## src/hw/rtl/lsmt_pkg.sv

```systemverilog
// ----------------------------------------------------------------------------
// LCD scanline mode timer package
// Shared types, register indexes, mode codes and default timing constants.
// ----------------------------------------------------------------------------
package lsmt_pkg;

    // Default timing constants (cycles and line numbers).
    localparam int DEF_LINE_CYCLES     = 456;
    localparam int DEF_OAM_CYCLES      = 80;
    localparam int DEF_TRANSFER_CYCLES = 172;
    localparam int DEF_VISIBLE_LINES   = 144;
    localparam int DEF_LAST_LINE       = 153;

    // Configuration port geometry.
    localparam int ADDR_W = 5;
    localparam int DATA_W = 32;

    // Register indexes (byte address divided by four).
    localparam logic [2:0] REG_HBLANK_EN  = 3'd0;
    localparam logic [2:0] REG_VBLANK_EN  = 3'd1;
    localparam logic [2:0] REG_OAM_EN     = 3'd2;
    localparam logic [2:0] REG_LYC_EN     = 3'd3;
    localparam logic [2:0] REG_LINE_CMP   = 3'd4;

    // LCD mode codes.
    localparam logic [1:0] MODE_HBLANK   = 2'd0;
    localparam logic [1:0] MODE_VBLANK   = 2'd1;
    localparam logic [1:0] MODE_OAM      = 2'd2;
    localparam logic [1:0] MODE_TRANSFER = 2'd3;

    // One tick.
    typedef struct packed {
        logic [5:0] elapsed_cycles;
        logic       lcd_on;
    } in_item_t;

    // One result.
    typedef struct packed {
        logic [1:0] lcd_mode;
        logic [7:0] current_line;
        logic       coincidence;
        logic       stat_irq;
        logic       vblank_irq;
        logic       draw_request;
        logic [7:0] draw_line;
    } out_item_t;

    // Configuration register contents.
    typedef struct packed {
        logic       hblank_irq_enable;
        logic       vblank_mode_irq_enable;
        logic       oam_irq_enable;
        logic       lyc_irq_enable;
        logic [7:0] line_compare;
    } cfg_t;

endpackage

```

## src/hw/rtl/lcd_scanline_mode_timer.sv

```systemverilog
// ----------------------------------------------------------------------------
// Path: a tick accepted into the input register has its result computed by the
// timing update and held in the result register, which drives out_valid.
// Throughput: one tick per cycle; the input register, the timing update and
// the result register form a two-stage path with full handshake back-pressure.
// Reset: rst_n clears control state, config registers, line, mode and flags,
// and reloads the cycle countdown to one full line.
// ----------------------------------------------------------------------------
// LCD scanline mode timer
// Tracks LCD line timing per tick and raises STAT, vblank and draw requests.
// ----------------------------------------------------------------------------
module lcd_scanline_mode_timer #(
    parameter int LINE_CYCLES     = lsmt_pkg::DEF_LINE_CYCLES,
    parameter int OAM_CYCLES      = lsmt_pkg::DEF_OAM_CYCLES,
    parameter int TRANSFER_CYCLES = lsmt_pkg::DEF_TRANSFER_CYCLES,
    parameter int VISIBLE_LINES   = lsmt_pkg::DEF_VISIBLE_LINES,
    parameter int LAST_LINE       = lsmt_pkg::DEF_LAST_LINE
) (
    input  logic                        clk,
    input  logic                        rst_n,
    input  logic                        in_valid,
    output logic                        in_stall,
    input  lsmt_pkg::in_item_t          in_data,
    output logic                        out_valid,
    input  logic                        out_stall,
    output lsmt_pkg::out_item_t         out_data,
    input  logic                        psel,
    input  logic                        penable,
    input  logic                        pwrite,
    input  logic [lsmt_pkg::ADDR_W-1:0] paddr,
    input  logic [lsmt_pkg::DATA_W-1:0] pwdata,
    output logic [lsmt_pkg::DATA_W-1:0] prdata,
    output logic                        pready
);
    import lsmt_pkg::*;

    cfg_t      cfg;
    in_item_t  in_item_reg;
    logic      in_valid_reg;
    out_item_t out_item_reg;
    logic      out_valid_reg;
    out_item_t result;
    logic      advance;

    // Configuration registers.
    lsmt_cfg_regs u_cfg_regs (
        .clk     (clk),
        .rst_n   (rst_n),
        .psel    (psel),
        .penable (penable),
        .pwrite  (pwrite),
        .paddr   (paddr),
        .pwdata  (pwdata),
        .prdata  (prdata),
        .pready  (pready),
        .cfg     (cfg)
    );

    // Timing state and per-tick update.
    lsmt_timing_core #(
        .LINE_CYCLES     (LINE_CYCLES),
        .OAM_CYCLES      (OAM_CYCLES),
        .TRANSFER_CYCLES (TRANSFER_CYCLES),
        .VISIBLE_LINES   (VISIBLE_LINES),
        .LAST_LINE       (LAST_LINE)
    ) u_timing_core (
        .clk    (clk),
        .rst_n  (rst_n),
        .update (advance),
        .item   (in_item_reg),
        .cfg    (cfg),
        .result (result)
    );

    // A held tick moves on when the result register is empty or being drained.
    assign advance   = in_valid_reg && (!out_valid_reg || !out_stall);
    assign in_stall  = in_valid_reg && !advance;
    assign out_valid = out_valid_reg;
    assign out_data  = out_item_reg;

    // Input register: takes a transaction whenever it is empty or moving on.
    always_ff @(posedge clk or negedge rst_n)
    begin
        if (!rst_n)
        begin
            in_valid_reg <= 1'b0;
        end
        else if (!in_stall)
        begin
            in_valid_reg <= in_valid;
        end
    end

    always_ff @(posedge clk)
    begin
        if (in_valid && !in_stall)
        begin
            in_item_reg <= in_data;
        end
    end

    // Result register.
    always_ff @(posedge clk or negedge rst_n)
    begin
        if (!rst_n)
        begin
            out_valid_reg <= 1'b0;
        end
        else if (!out_valid_reg || !out_stall)
        begin
            out_valid_reg <= in_valid_reg;
        end
    end

    always_ff @(posedge clk)
    begin
        if (advance)
        begin
            out_item_reg <= result;
        end
    end

    // A vblank interrupt is raised only on arrival at the first blank line.
    assert property (@(posedge clk) disable iff (!rst_n)
        (out_valid_reg && out_item_reg.vblank_irq)
        |-> (out_item_reg.current_line == 8'(VISIBLE_LINES)))
        else $error("vblank interrupt away from first blank line");

    // A draw request only comes with the OAM search mode.
    assert property (@(posedge clk) disable iff (!rst_n)
        (out_valid_reg && out_item_reg.draw_request)
        |-> (out_item_reg.lcd_mode == MODE_OAM))
        else $error("draw request outside OAM search");

    // A held tick that cannot move on stays in the input register.
    assert property (@(posedge clk) disable iff (!rst_n)
        (in_valid_reg && !advance) |=> (in_valid_reg && $stable(in_item_reg)))
        else $error("held tick lost from input register");

    // The line counter never passes the last line.
    assert property (@(posedge clk) disable iff (!rst_n)
        out_valid_reg |-> (out_item_reg.current_line <= 8'(LAST_LINE)))
        else $error("line counter beyond last line");

endmodule

```

## src/hw/rtl/lsmt_cfg_regs.sv

```systemverilog
// ----------------------------------------------------------------------------
// LCD scanline mode timer configuration registers
// APB-style register file holding interrupt enables and the line compare value.
// ----------------------------------------------------------------------------
module lsmt_cfg_regs (
    input  logic                        clk,
    input  logic                        rst_n,
    input  logic                        psel,
    input  logic                        penable,
    input  logic                        pwrite,
    input  logic [lsmt_pkg::ADDR_W-1:0] paddr,
    input  logic [lsmt_pkg::DATA_W-1:0] pwdata,
    output logic [lsmt_pkg::DATA_W-1:0] prdata,
    output logic                        pready,
    output lsmt_pkg::cfg_t              cfg
);
    import lsmt_pkg::*;

    cfg_t       cfg_reg;
    logic [2:0] reg_index;
    logic       wr_en;

    assign pready    = 1'b1;
    assign reg_index = paddr[4:2];
    assign wr_en     = psel && penable && pwrite;
    assign cfg       = cfg_reg;

    // Register writes complete in the access phase of a write transaction.
    always_ff @(posedge clk or negedge rst_n)
    begin
        if (!rst_n)
        begin
            cfg_reg <= '0;
        end
        else if (wr_en)
        begin
            unique case (reg_index)
                REG_HBLANK_EN: cfg_reg.hblank_irq_enable      <= pwdata[0];
                REG_VBLANK_EN: cfg_reg.vblank_mode_irq_enable <= pwdata[0];
                REG_OAM_EN:    cfg_reg.oam_irq_enable         <= pwdata[0];
                REG_LYC_EN:    cfg_reg.lyc_irq_enable         <= pwdata[0];
                REG_LINE_CMP:  cfg_reg.line_compare           <= pwdata[7:0];
                default:       ;
            endcase
        end
    end

    // Read data multiplexer.
    always_comb
    begin
        prdata = '0;
        unique case (reg_index)
            REG_HBLANK_EN: prdata[0]   = cfg_reg.hblank_irq_enable;
            REG_VBLANK_EN: prdata[0]   = cfg_reg.vblank_mode_irq_enable;
            REG_OAM_EN:    prdata[0]   = cfg_reg.oam_irq_enable;
            REG_LYC_EN:    prdata[0]   = cfg_reg.lyc_irq_enable;
            REG_LINE_CMP:  prdata[7:0] = cfg_reg.line_compare;
            default:       prdata      = '0;
        endcase
    end

endmodule

```

## src/hw/rtl/lsmt_timing_core.sv

```systemverilog
// ----------------------------------------------------------------------------
// LCD scanline mode timer core
// Holds the line timing state and computes one result per tick.
// ----------------------------------------------------------------------------
module lsmt_timing_core #(
    parameter int LINE_CYCLES     = lsmt_pkg::DEF_LINE_CYCLES,
    parameter int OAM_CYCLES      = lsmt_pkg::DEF_OAM_CYCLES,
    parameter int TRANSFER_CYCLES = lsmt_pkg::DEF_TRANSFER_CYCLES,
    parameter int VISIBLE_LINES   = lsmt_pkg::DEF_VISIBLE_LINES,
    parameter int LAST_LINE       = lsmt_pkg::DEF_LAST_LINE
) (
    input  logic                clk,
    input  logic                rst_n,
    input  logic                update,
    input  lsmt_pkg::in_item_t  item,
    input  lsmt_pkg::cfg_t      cfg,
    output lsmt_pkg::out_item_t result
);
    import lsmt_pkg::*;

    localparam int CNT_W      = $clog2(LINE_CYCLES + 1);
    localparam int OAM_BOUND  = LINE_CYCLES - OAM_CYCLES;
    localparam int XFER_BOUND = OAM_BOUND - TRANSFER_CYCLES;

    // A bound at or below zero is always met by a positive countdown.
    localparam logic [CNT_W-1:0] OAM_BOUND_U  = CNT_W'((OAM_BOUND > 0) ? OAM_BOUND : 0);
    localparam logic [CNT_W-1:0] XFER_BOUND_U = CNT_W'((XFER_BOUND > 0) ? XFER_BOUND : 0);
    localparam logic [CNT_W-1:0] LINE_U       = CNT_W'(LINE_CYCLES);
    localparam logic [7:0]       VISIBLE_U    = 8'(VISIBLE_LINES);
    localparam logic [7:0]       LAST_U       = 8'(LAST_LINE);

    logic [CNT_W-1:0] countdown_reg, countdown_next;
    logic [7:0]       line_reg, line_next;
    logic [1:0]       mode_reg, mode_next;
    logic             coinc_reg, coinc_next;
    logic [7:0]       drawn_reg, drawn_next;

    logic [CNT_W:0]   diff;
    logic             underflow;
    logic             req;
    logic             line_match;

    // Countdown after subtracting this tick's cycles.
    assign diff      = {1'b0, countdown_reg} - {{(CNT_W - 5){1'b0}}, item.elapsed_cycles};
    assign underflow = diff[CNT_W] || (diff == '0);
    assign line_match = (line_reg == cfg.line_compare);

    // Mode classification, interrupt requests and state update.
    always_comb
    begin
        countdown_next = countdown_reg;
        line_next      = line_reg;
        mode_next      = mode_reg;
        coinc_next     = coinc_reg;
        drawn_next     = drawn_reg;
        req            = 1'b0;
        result         = '0;

        if (!item.lcd_on)
        begin
            countdown_next = LINE_U;
            line_next      = '0;
            mode_next      = MODE_HBLANK;
        end
        else
        begin
            if (line_reg >= VISIBLE_U)
            begin
                mode_next = MODE_VBLANK;
                req       = cfg.vblank_mode_irq_enable;
            end
            else if (countdown_reg >= OAM_BOUND_U)
            begin
                if (line_reg != drawn_reg)
                begin
                    result.draw_request = 1'b1;
                    result.draw_line    = drawn_reg;
                    drawn_next          = line_reg;
                end
                mode_next = MODE_OAM;
                req       = cfg.oam_irq_enable;
            end
            else if (countdown_reg >= XFER_BOUND_U)
            begin
                mode_next = MODE_TRANSFER;
            end
            else
            begin
                mode_next = MODE_HBLANK;
                req       = cfg.hblank_irq_enable;
            end

            result.stat_irq = (req && (mode_next != mode_reg))
                              || (line_match && cfg.lyc_irq_enable);
            coinc_next = line_match;

            if (underflow)
            begin
                line_next         = (line_reg >= LAST_U) ? 8'd0 : line_reg + 8'd1;
                countdown_next    = diff[CNT_W-1:0] + LINE_U;
                result.vblank_irq = (line_next == VISIBLE_U);
            end
            else
            begin
                countdown_next = diff[CNT_W-1:0];
            end
        end

        result.lcd_mode     = item.lcd_on ? mode_next : MODE_HBLANK;
        result.current_line = line_next;
        result.coincidence  = coinc_next;
    end

    // Timing state registers.
    always_ff @(posedge clk or negedge rst_n)
    begin
        if (!rst_n)
        begin
            countdown_reg <= LINE_U;
            line_reg      <= '0;
            mode_reg      <= MODE_HBLANK;
            coinc_reg     <= 1'b0;
            drawn_reg     <= '0;
        end
        else if (update)
        begin
            countdown_reg <= countdown_next;
            line_reg      <= line_next;
            mode_reg      <= mode_next;
            coinc_reg     <= coinc_next;
            drawn_reg     <= drawn_next;
        end
    end

endmodule
```

## config.mk

```make
export PLATFORM = sky130hd
export DESIGN_NAME = lcd_scanline_mode_timer
export DESIGN_NICKNAME = d
export VERILOG_FILES = /design/src/hw/rtl/lsmt_pkg.sv /design/src/hw/rtl/lcd_scanline_mode_timer.sv /design/src/hw/rtl/lsmt_cfg_regs.sv /design/src/hw/rtl/lsmt_timing_core.sv
export SDC_FILE = /design/constraint.sdc
export NUM_CORES = 1
export LEC_CHECK = 0
export BUFFER_PORTS_ARGS = -buffer_cell sky130_fd_sc_hd__buf_2
export CAP_MARGIN = 15
export CORE_MARGIN = 5
export CORE_UTILIZATION = 40
export DETAILED_ROUTE_END_ITERATION = 10
export MAX_ROUTING_LAYER = met4
export SYNTH_ARGS = -nofsm -noshare
export SYNTH_HDL_FRONTEND = slang
export SYNTH_SLANG_ARGS = --single-unit
export TNS_END_PERCENT = 1
```

## constraint.sdc

```tcl
create_clock -name clk -period 4.8 [get_ports clk]
set_input_delay 0.48 -clock clk [delete_from_list [all_inputs] [get_ports clk]]
set_output_delay 0.48 -clock clk [all_outputs]
set_load 0.1 [all_outputs]
```

# ---- Yosys cells after proc, flatten, opt, wreduce, memory -nomap -nowiden
# Index checks and enable logic that the tools add are counted.
dict set report totals {
  regBits 71
  input_bits 51
  output_inout_bits 57
  word_cells 83
}
dict set report op_classes {
  addsub 3
  n_lt_le_gt_ge 4
  n_eq_ne 8
  muxes 18
  n_bitwise 4
  reduce_logical 25
}
# operator n
set op_table {}
lappend op_table {{2-to-1 mux 9 bit} 3}
lappend op_table {{2-to-1 mux 8 bit} 3}
lappend op_table {{>= comparator 8 bit, second input constant} 2}
lappend op_table {{AND reduction 2 bit} 6}
lappend op_table {{zero test 10 bit} 1}
lappend op_table {{2-to-1 mux 2 bit} 5}
lappend op_table {{subtractor 9 x 6 -> 10 bit} 1}
lappend op_table {{adder 9 bit, second input constant} 1}
lappend op_table {{>= comparator 9 x 8 -> 1 bit, second input constant} 1}
lappend op_table {{>= comparator 9 bit, second input constant} 1}
lappend op_table {{adder 8 x 1 -> 8 bit, second input constant} 1}
lappend op_table {{== test 8 bit} 1}
lappend op_table {{== test 8 bit, second input constant} 1}
lappend op_table {{!= test 8 bit} 1}
lappend op_table {{logical AND 1 bit} 7}
lappend op_table {{2-to-1 mux 7 bit} 1}
lappend op_table {{== test 3 x 2 -> 1 bit, second input constant} 2}
lappend op_table {{2-to-1 mux 1 bit} 5}
lappend op_table {{one-hot mux 1 bit (5 select lines)} 1}
lappend op_table {{AND reduction 5 bit} 1}
lappend op_table {{zero test 1 bit} 4}
lappend op_table {{NOT 1 bit} 4}
lappend op_table {{OR reduction 4 bit} 1}
lappend op_table {{== test 3 x 1 -> 1 bit, second input constant} 1}
lappend op_table {{5 further kinds} 7}

# ---- Depth between registers and ports, before layout
# Gate-level depths: netlist of the first run.
dict set report depth {
  word_depth 8
  ltp_mapped 11
  depth_no_buf 11
}

# ---- Cells and area by module
# A second synthesis of the first run with hierarchy kept.
dict set report unflattened {
  hier_cells 404
  area_unflattened_um2 4247.8
}
# mod n_inst cells_each area_per_inst_um2 seq_area_each_um2
set modules_own_cells {}
lappend modules_own_cells {lsmt_timing_core 1 293 2433.6 705.7}
lappend modules_own_cells {lcd_scanline_mode_timer 1 37 963.4 920.9}
lappend modules_own_cells {lsmt_cfg_regs 1 74 850.8 300.3}

# ---- Worst setup path after synthesis of the first run
# Ideal clock, no wire load.
dict set report synth_timing {
  path_kind {register -> register}
  from {register in_item_reg[1] (netlist bit)}
  to {register out_item_reg (netlist bit out_data[14]), data pin}
  setup_ns 0.270
  arrival_time_ns 2.421
  t_required_ns 4.530
  slack_ns 2.109
  stages_incl_launch_ff 11
  path_buffers 1
  period_less_slack_ns 2.691
  path_cell_list {edfxtp_1 > ha_1 > fa_1 > nand2b_1 > a21oi_1 > xor2_1 > nor4_2 > a41oi_1 > buf_4 > o211ai_1 > o41ai_1}
}
# element line
set synth_lines {}
lappend synth_lines {{start, declared} lcd_scanline_mode_timer.sv:38} ;# in_item_t in_item_reg;
lappend synth_lines {{start signal, assigned} lcd_scanline_mode_timer.sv:98} ;# in_item_reg <= in_data;
lappend synth_lines {{end signal, assigned} lcd_scanline_mode_timer.sv:119} ;# out_item_reg <= result;
lappend synth_lines {{end, declared} lcd_scanline_mode_timer.sv:40} ;# out_item_t out_item_reg;

==> impl_metrics.yaml, run 1 <==
run_status:
  status: "completed"
floorplanning:
  ios: 108
  die_w_um: 111.8
  rows: 37
  fp.dieH_um: 111.8
  start_util_pct: 40.48
  core_um2: 10230
  die-area_um2: 12490
clock_tree:
  clock_sinks: 71
  clk_pin_slew_ns: 0.09
  htree_levels: 3
  clockBufferDepth: 2
  post_cts_buffers: 0
  tritoncts: "done"
  cts_hold_repair.buffers: 0
  cts_resized: 0
  cts_inserted_buffers: 9
  clk_latency_ns: 0.35
  clockRootBuffer: "clkbuf_8"
route:
  vias: 3092
  routed_wl_um: 8846
  vias_per_cell: 5.259
  ant_nets: 0
  drt-pass1-iter-count: 4
  drt_iter0_markers: 156
  drc: 0
  wl_per_cell_um: 15.04
synthesis:
  synth_compound_area_share_pct: 12.48
  synth_top_cell_area_share_pct: 22.96
  synthMuxAreaShare_pct: 7.251
  synth-xor-area-share_pct: 4.653
  syn_inst: 399
  synth-edff-count: 29
  ys_warn_count: 0
  synth_flop_cell: "dfrtp_1"
  synthTopCellsByArea: "dfrtp_1 (23%), edfxtp_1 (21%), mux2_2 (6.5%)"
  synthAdderAreaFrac_pct: 3.505
  syn_avg_cell_area_um2: 10.38
  synth_top_family_by_area: "simple AND/OR/NAND/NOR gates"
  ys_async_sr_fraction_pct: 59.15
  yosys.area.top_type: "dfrtp_1"
  ys_ff_latch: 71
  synth_area_um2: 4141
  yosysSeqAreaShare_pct: 46.53
  synth_simple_gate_area_share_pct: 17.01
  ys_types: 65
placed_design:
  dpl.hpwl_um: 6327
  io_buffer_count: 56
  pre_cts_ws_ns: 1.277
  place_congestion: 0.8293
timing:
  clock.fmax_ghz: 0.3082
  period_share_pct: 67.59
  tightest_slew_ns: 0.9605
  timing.slew.headroom_pct: 35.97
  fin_ws_ns: 1.556
  period_minus_slack_ns: 3.244
  rsz0062_at_grt: "no"
  finalSetupViolCount: 0
  hold_violations: 0
  finalMaxSlewViolations: 0
  tns_ns: 0
  clock_skew_ns: 0.009008
worst_setup_path:
  crit_arrival_ns: 3.39
  worstPathMaxFanout: 12
  crit_path_start_kind: "register"
  critPathKind: "reg2reg"
  reg2reg_slack_ns: 1.56
  critPathRequiredTime_ns: 4.94
  end_kind: "register"
global_route:
  grt.overflow.total: 0
  grt_max_degree: 43
  grt_usage_pct: 14.69
  first_global_vias: 2981
  grt_pass1_wl_um: 14550
  antenna_found_initial: 0
power_and_ir_drop:
  powerDensity_nw_per_um2: 556.9
  power_w: 0.002563
  peakVddDrop_mv: 0.2442
  p_leak_nw: 2.059
flow_run:
  drv_cap: 0
finish:
  area_growth_pct: 11.12
  antennaDiodeCount: 0
  drive_above_1_share_pct: 24.34
  nets: 509
  largest_register_ffs: 22
  fillers: 980
  regArea_um2: 1927
  final_common_cell: "buf_2"
  multiInputGateArea_um2: 1953
  most-common-layout-cells: "buf_2 (56), dfrtp_1 (38), nand2_1 (33)"
worst_hold_path:
  hold_path.class: "in2async"
## power by group
group	switching, W	internal, W
clock network	0.000255	0.000197
logic	0.000749	0.000376
registers	0.000189	0.000796
## layout make-up
type | instances | share of cell area, %
Inverter | 17 | 1.387
Tap cell | 136 | 3.698
Multi-Input combinational cell | 289 | 42.44
Sequential cell | 71 | 41.87
Timing Repair Buffer | 59 | 6.580
Clock inverter | 7 | 1.332
Clock buffer | 9 | 2.692
## critical path, stage by stage (launching register included)
cell	delay [ns]
edfxtp_1	0.38
ha_1	0.23
fa_1	0.42
nand2b_1	0.18
a21oi_1	0.17
xor2_1	0.16
nor4_2	0.38
a41o_1	0.56
nand3_2	0.20
o31ai_1	0.36
## routing by layer
layer / GRT usage (%) / share of wire (%) / vias up
li1: - / - / 1495
met1: 18.48 / 44 / 1512
met5: - / 0 / -
met3: 2.717 / 4.9 / 10
met4: 5.839 / 1.3 / 0
met2: 23.46 / 49 / 75
## final timing paths
path,startpoint,endpoint,depth (start not counted)
max,in_item_reg[1],out_data[17],9
min,rst_n,u_timing_core.drawn_reg[1],1
max reg2reg,in_item_reg[1],out_data[17],9
min reg2reg,u_timing_core.countdown_reg[0],u_timing_core.countdown_reg[0],2
max in group asynchronous,rst_n,u_timing_core.countdown_reg[5],1
min in group clk,in_data[1],in_item_reg[1],1
## kinds of logic (layout without fill, tap and decap cells)
| logic type | after synthesis | in the layout |
|---|---|---|
| buffers and inverters | 62 | 92 |
| muxes | 27 | 27 |
| other | 2 | 25 |
| adders and majority gates | 11 | 11 |
| xor gates and xnor gates | 22 | 22 |
| AOI/OAI and AO/OA | 70 | 70 |
| DFF | 71 | 71 |
| and+or+nand+nor | 134 | 134 |
## through the flow
stage | instances | hold slack [ns] | utilization, % | cell area (um^2)
5_1_grt | 588 | 0.2843 | 44.98 | 4602
2_1_floorplan | 422 | 0.1844 | - | 4228
3_5_place_dp | 571 | 0.4720 | 43.10 | 4409
3_3_place_gp | 571 | 0.4626 | 43.10 | 4409
6_report | 588 | 0.2784 | 44.98 | 4602
4_1_cts | 587 | 0.2896 | 44.91 | 4594
## synthesized netlist by cell type (all sizes together), types with 3 or more instances
library cell,n
mux2i,3
a21oi,10
xnor2,11
o21a,4
dfstp,4
o311ai,5
o31ai,7
nand4,3
inv,16
mux2,24
and2,5
nor4,5
edfxtp,29
dfrtp,38
and3,21
or3,3
nand3,17
o21ai,12
nor2,27
clkbuf,13
o211ai,7
buf,32
xor2,11
nand2,33
ha,10
nor3,4
a31oi,3
nand2b,5
Note: power is estimated with default switching activity, not from simulation.
==> inputs of run 2 (changes only) <==
--- a/config.mk
+++ b/config.mk
@@ -5,6 +5,7 @@
 export SDC_FILE = /design/constraint.sdc
 export NUM_CORES = 1
 export LEC_CHECK = 0
+export ABC_AREA = 1
 export BUFFER_PORTS_ARGS = -buffer_cell sky130_fd_sc_hd__buf_2
 export CAP_MARGIN = 15
 export CORE_MARGIN = 5
==> constraint.sdc (replaced) <==
create_clock -name clk -period 3.16 [get_ports clk]
set_input_delay 0.316 -clock clk [delete_from_list [all_inputs] [get_ports clk]]
set_output_delay 0.316 -clock clk [all_outputs]
set_load 0.1 [all_outputs]
==> impl_metrics.yaml, run 2 <==
run_status:
  status: "completed"
route:
  wl_per_cell_um: 13.03
  drt_iter0_markers: 193
  drc: 0
  vias_per_cell: 4.822
  vias: 3462
  drt-pass1-iter-count: 5
  routed_wl_um: 9354
  ant_nets: 0
synthesis:
  synth_compound_area_share_pct: 7.290
  synthMuxAreaShare_pct: 0
  yosys.area.top_type: "dfrtp_1"
  synthAdderAreaFrac_pct: 3.424
  synthTopCellsByArea: "dfrtp_1 (22%), edfxtp_1 (21%), nand2_1 (11%)"
  synth_top_cell_area_share_pct: 22.43
  synth_area_um2: 4239
  syn_inst: 526
  synth_flop_cell: "dfrtp_1"
  ys_warn_count: 0
  post-synth-top-count-cell: "nand2_1"
  syn_avg_cell_area_um2: 8.059
  synth_simple_gate_area_share_pct: 28.22
  ys_top_cells_by_count: "nand2_1 (122), inv_1 (68), nor2_1 (45), nand3_1 (39), dfrtp_1 (38)"
  synth-edff-count: 29
  synth-xor-area-share_pct: 2.066
  ys_types: 42
  ys_ff_latch: 71
  synth_top_family_by_area: "simple AND/OR/NAND/NOR gates"
  ys_async_sr_fraction_pct: 59.15
  yosysSeqAreaShare_pct: 45.45
timing:
  finalMaxSlewViolations: 0
  tns_ns: 0
  finalSetupViolCount: 0
  hold_ws_ns: 0.1128
  tightest_slew_ns: 0.9547
  timing.slew.headroom_pct: 36.35
  rsz0062_at_grt: "no"
  clock_skew_ns: 0.01762
  fin_ws_ns: 0.4723
  period_share_pct: 85.05
  clock.fmax_ghz: 0.3721
  hold_violations: 0
  period_minus_slack_ns: 2.688
finish:
  post-route-util_pct: 45.73
  area_growth_pct: 11.36
  fillers: 1063
  largest_register_ffs: 22
  multiInputGateArea_um2: 1832
  stdcell_count: 718
  drive_above_1_share_pct: 17.01
  nets: 639
  most-common-layout-cells: "nand2_1 (122), inv_1 (68), buf_2 (56)"
  antennaDiodeCount: 0
  regArea_um2: 1927
  final_common_cell: "nand2_1"
global_route:
  grt_pass1_wl_um: 15770
  grt_max_degree: 43
  grt_usage_pct: 15.54
  grt.overflow.total: 0
  antenna_found_initial: 0
  first_global_vias: 3310
clock_tree:
  clock_sinks: 71
  cts_resized: 0
  tritoncts: "done"
  clk_pin_slew_ns: 0.09
  cts_hold_repair.buffers: 0
  cts_inserted_buffers: 9
  clk_latency_ns: 0.35
  htree_levels: 3
  post_cts_buffers: 0
  clockRootBuffer: "clkbuf_8"
  clockBufferDepth: 2
floorplanning:
  die_w_um: 112.9
  ios: 108
  core_um2: 10320
  die-area_um2: 12760
  start_util_pct: 41.06
  fp.dieH_um: 112.9
  rows: 37
worst_setup_path:
  crit_arrival_ns: 2.78
  crit_path_start_kind: "register"
  critPathRequiredTime_ns: 3.25
  end_kind: "register"
  critPathKind: "reg2reg"
  worstPathMaxFanout: 16
power_and_ir_drop:
  peakVddDrop_mv: 0.3057
  p_leak_nw: 2.393
  powerDensity_nw_per_um2: 757.5
placed_design:
  pre_cts_ws_ns: 0.5201
  placed_cells: 702
  dpl.hpwl_um: 6983
  place_congestion: 0.8743
  io_buffer_count: 56
worst_hold_path:
  hold_path.class: "in2async"
flow_run:
  drv_cap: 0
-- run 2: report_power, final --
group	total (W)	leakage, nW	internal (W)	switching, W
Sequential	0.00125	0.812	0.00113	0.000125
Clock	0.000795	0.110	0.000446	0.000349
Combinational	0.00153	1.47	0.000418	0.00111
Total	0.00358	2.39	0.00199	0.00158
-- run 2: critical path: stages, from the launching register on --
cell	delay, ns
edfxtp_1	0.37
ha_1	0.23
fa_1	0.41
inv_1	0.09
nand2_1	0.06
nand2_1	0.11
nand3_1	0.10
nand3b_1	0.09
nand2_1	0.14
nor2_4	0.15
nand3_4	0.19
nand2_4	0.22
nand2_1	0.12
and3_1	0.16
-- run 2: layout make-up --
class	count	area share, %
Sequential cell	71	40.82
Multi-Input combinational cell	364	38.80
Timing Repair Buffer	59	6.414
Inverter	72	5.725
Tap cell	136	3.605
Clock buffer	9	2.624
Clock inverter	7	2.014
-- run 2: cell families after synthesis --
| kind of cell | count (synthesis) |
|---|---|
| and+or+nand+nor | 263 |
| buffers and inverters | 114 |
| DFF | 71 |
| AOI/OAI and AO/OA | 55 |
| adders and majority gates | 11 |
| xor gates and xnor gates | 10 |
| other | 2 |
-- run 2: path summary, 6_finish.rpt --
check	start	to	slack, ns	depth (start not counted)
max	in_item_reg[1]	out_data[15]	0.47	13
min	rst_n	u_timing_core.drawn_reg[7]	0.11	1
max reg2reg	in_item_reg[1]	out_data[15]	0.47	13
min reg2reg	in_valid_reg	out_valid	0.48	2
max in group asynchronous	rst_n	u_timing_core.line_reg[0]	2.44	1
min in group clk	in_data[6]	in_item_reg[6]	0.15	1
-- run 2: metrics by stage --
| step | power, W | cell area, um^2 |
|---|---|---|
| global route | 0.003840 | 4721 |
| floorplan | 0.002573 | 4325 |
| detailed placement | 0.002796 | 4502 |
| global placement | 0.002776 | 4502 |
| finish | 0.003576 | 4721 |
| CTS | 0.003602 | 4721 |
-- run 2: routing by layer --
layer | global-route usage [%] | share of wire, %
met5 | - | 0
met1 | 21.45 | 49
met4 | 4.567 | 0.93
met2 | 23.85 | 46
met3 | 2.299 | 3.6
==> inputs of run 3 (changes only) <==
--- a/config.mk
+++ b/config.mk
@@ -8,6 +8,7 @@
 export ABC_AREA = 1
 export BUFFER_PORTS_ARGS = -buffer_cell sky130_fd_sc_hd__buf_2
 export CAP_MARGIN = 15
+export CORE_ASPECT_RATIO = 0.8
 export CORE_MARGIN = 5
 export CORE_UTILIZATION = 40
 export DETAILED_ROUTE_END_ITERATION = 10
==> impl_metrics.yaml, run 3 (synthesis gave the netlist of run 2 again) <==
route:
  drt_iter0_markers: 222
  vias_per_cell: 4.790
  vias: 3468
  ant_nets: 0
  drt-pass1-iter-count: 5
  routed_wl_um: 9548
  drc: 0
  wl_per_cell_um: 13.19
timing:
  clock_skew_ns: 0.007314
  clock.fmax_ghz: 0.3669
  tightest_slew_ns: 0.9704
  tns_ns: 0
  rsz0062_at_grt: "no"
  period_share_pct: 86.25
  timing.slew.headroom_pct: 35.30
  period_minus_slack_ns: 2.726
  finalMaxSlewViolations: 0
  finalSetupViolCount: 0
  hold_violations: 0
global_route:
  first_global_vias: 3348
  grt.overflow.total: 0
  grt_pass1_wl_um: 16230
  grt_max_degree: 43
  grt_usage_pct: 16.07
  antenna_found_initial: 0
worst_setup_path:
  end_kind: "register"
  critPathKind: "reg2reg"
  critPathRequiredTime_ns: 3.24
  reg2reg_slack_ns: 0.43
  crit-reg2reg-launch: "in_item_reg[1]"
  timing.rr.end: "out_data[15]"
  worstPathMaxFanout: 16
  crit_arrival_ns: 2.80
  crit_path_start_kind: "register"
  r2r_cells: 13
power_and_ir_drop:
  peakVddDrop_mv: 0.3128
  p_comb_share_pct: 41.1
  powerDensity_nw_per_um2: 783.7
  switching_power_w: 0.001645
  p_leak_nw: 2.443
  clkPwrFrac_pct: 25.9
  switching_share_pct: 43.56
  p_seq_share_pct: 33.1
  p_int_w: 0.002131
clock_tree:
  post_cts_buffers: 0
  tritoncts: "done"
  clk_pin_slew_ns: 0.06
  cts_resized: 0
  cts_inserted_buffers: 9
  clockBufferDepth: 2
  clock_sinks: 71
  htree_levels: 3
  cts_hold_repair.buffers: 0
  clk_latency_ns: 0.33
  clockRootBuffer: "clkbuf_16"
finish:
  final_common_cell: "nand2_1"
  antennaDiodeCount: 0
  drive_above_1_share_pct: 17.29
  area_growth_pct: 13.67
  fillers: 1050
  stdcell_count: 724
  most-common-layout-cells: "nand2_1 (122), inv_1 (68), buf_2 (56)"
  largest_register_ffs: 22
  nets: 641
floorplanning:
  ios: 108
  die_w_um: 125.1
  core_um2: 10320
  fp.dieH_um: 102.1
  start_util_pct: 41.07
  die-area_um2: 12770
  rows: 33
flow_run:
  drv_cap: 0
placed_design:
  place_congestion: 0.8690
  io_buffer_count: 56
  dpl.hpwl_um: 7066
  placed_cells: 708
run_status:
  status: "completed"
worst_hold_path:
  hold_path.class: "in2async"
[run 3: cell count changes in the layout (fill, tap and decap cells not counted)]
cell        previous run  this run
bufinv_16              2         0
buf_4                  3         5
clkbuf_16              0        10
clkinvlp_4             1         0
nor2_2                 3         2
clkinv_4               1         2
clkbuf_8               9         0
clkinv_2               2         3
nor2_4                 2         3
[run 3: layer usage]
layer  vias up  share of wire (%)  track usage [%]
met2       116                 43            23.30
met5         -                  0                -
met1      1573                 49            22.99
met4         0               0.95            4.333
li1       1770                  -                -
met3         9                7.2            3.344
[run 3: cell type report]
cell class              count  area (um^2)  area share, %
flip-flops and latches     71         1927          39.99
multi-input cells         364         1837          38.12
repair buffers             61        317.8          6.596
inverters                  72        270.3          5.609
clock buffers              10        250.2          5.193
well taps                 140        175.2          3.635
clock inverters             6        41.29         0.8569
[run 3: power by group through the flow]
stage / sequential [W] / combinational [W] / clock [W]
finish: 0.00125 / 0.00155 / 0.000977
global route: 0.00127 / 0.00173 / 0.00104
CTS: 0.00125 / 0.00155 / 0.000997
detailed placement: 0.00126 / 0.00154 / 0
global placement: 0.00126 / 0.00151 / 0
floorplan: 0.00146 / 0.00111 / 0
[run 3: metrics by stage]
stage | setup slack [ns] | power (W) | utilization [%] | instance area [um^2] | hold slack (ns)
after detailed placement | 0.4770 | 0.002807 | 43.85 | 4527 | 0.4853
final | 0.4344 | 0.003776 | 46.68 | 4818 | 0.1497
after floorplan | 0.08845 | 0.002573 | - | 4325 | 0.02041
after CTS | 0.4542 | 0.003793 | 46.68 | 4818 | 0.1495
after global routing | 0.2513 | 0.004040 | 46.68 | 4818 | 0.1502
after global placement | 0.4963 | 0.002776 | 43.85 | 4527 | 0.4743
[run 3: worst max-delay path: stages, from the launching register on]
cell      delay (ns)
edfxtp_1        0.37
ha_1            0.24
fa_1            0.42
inv_1           0.11
nand2_1         0.05
nand2_1         0.11
nand3_1         0.10
nand3b_1        0.09
nand2_1         0.14
nor2_4          0.15
nand3_4         0.19
nand2_4         0.22
nand2_1         0.11
and3_1          0.17
[run 3: how the worst max path moves through the flow]
stage | startpoint | end | slack, ns
floorplan | out_valid | in_item_reg[0] | 0.09
global placement | in_item_reg[1] | out_data[15] | 0.50
detailed placement | in_item_reg[1] | out_data[15] | 0.48
CTS | in_item_reg[1] | out_data[15] | 0.45
global route | in_item_reg[1] | out_data[15] | 0.25
finish | in_item_reg[1] | out_data[15] | 0.43
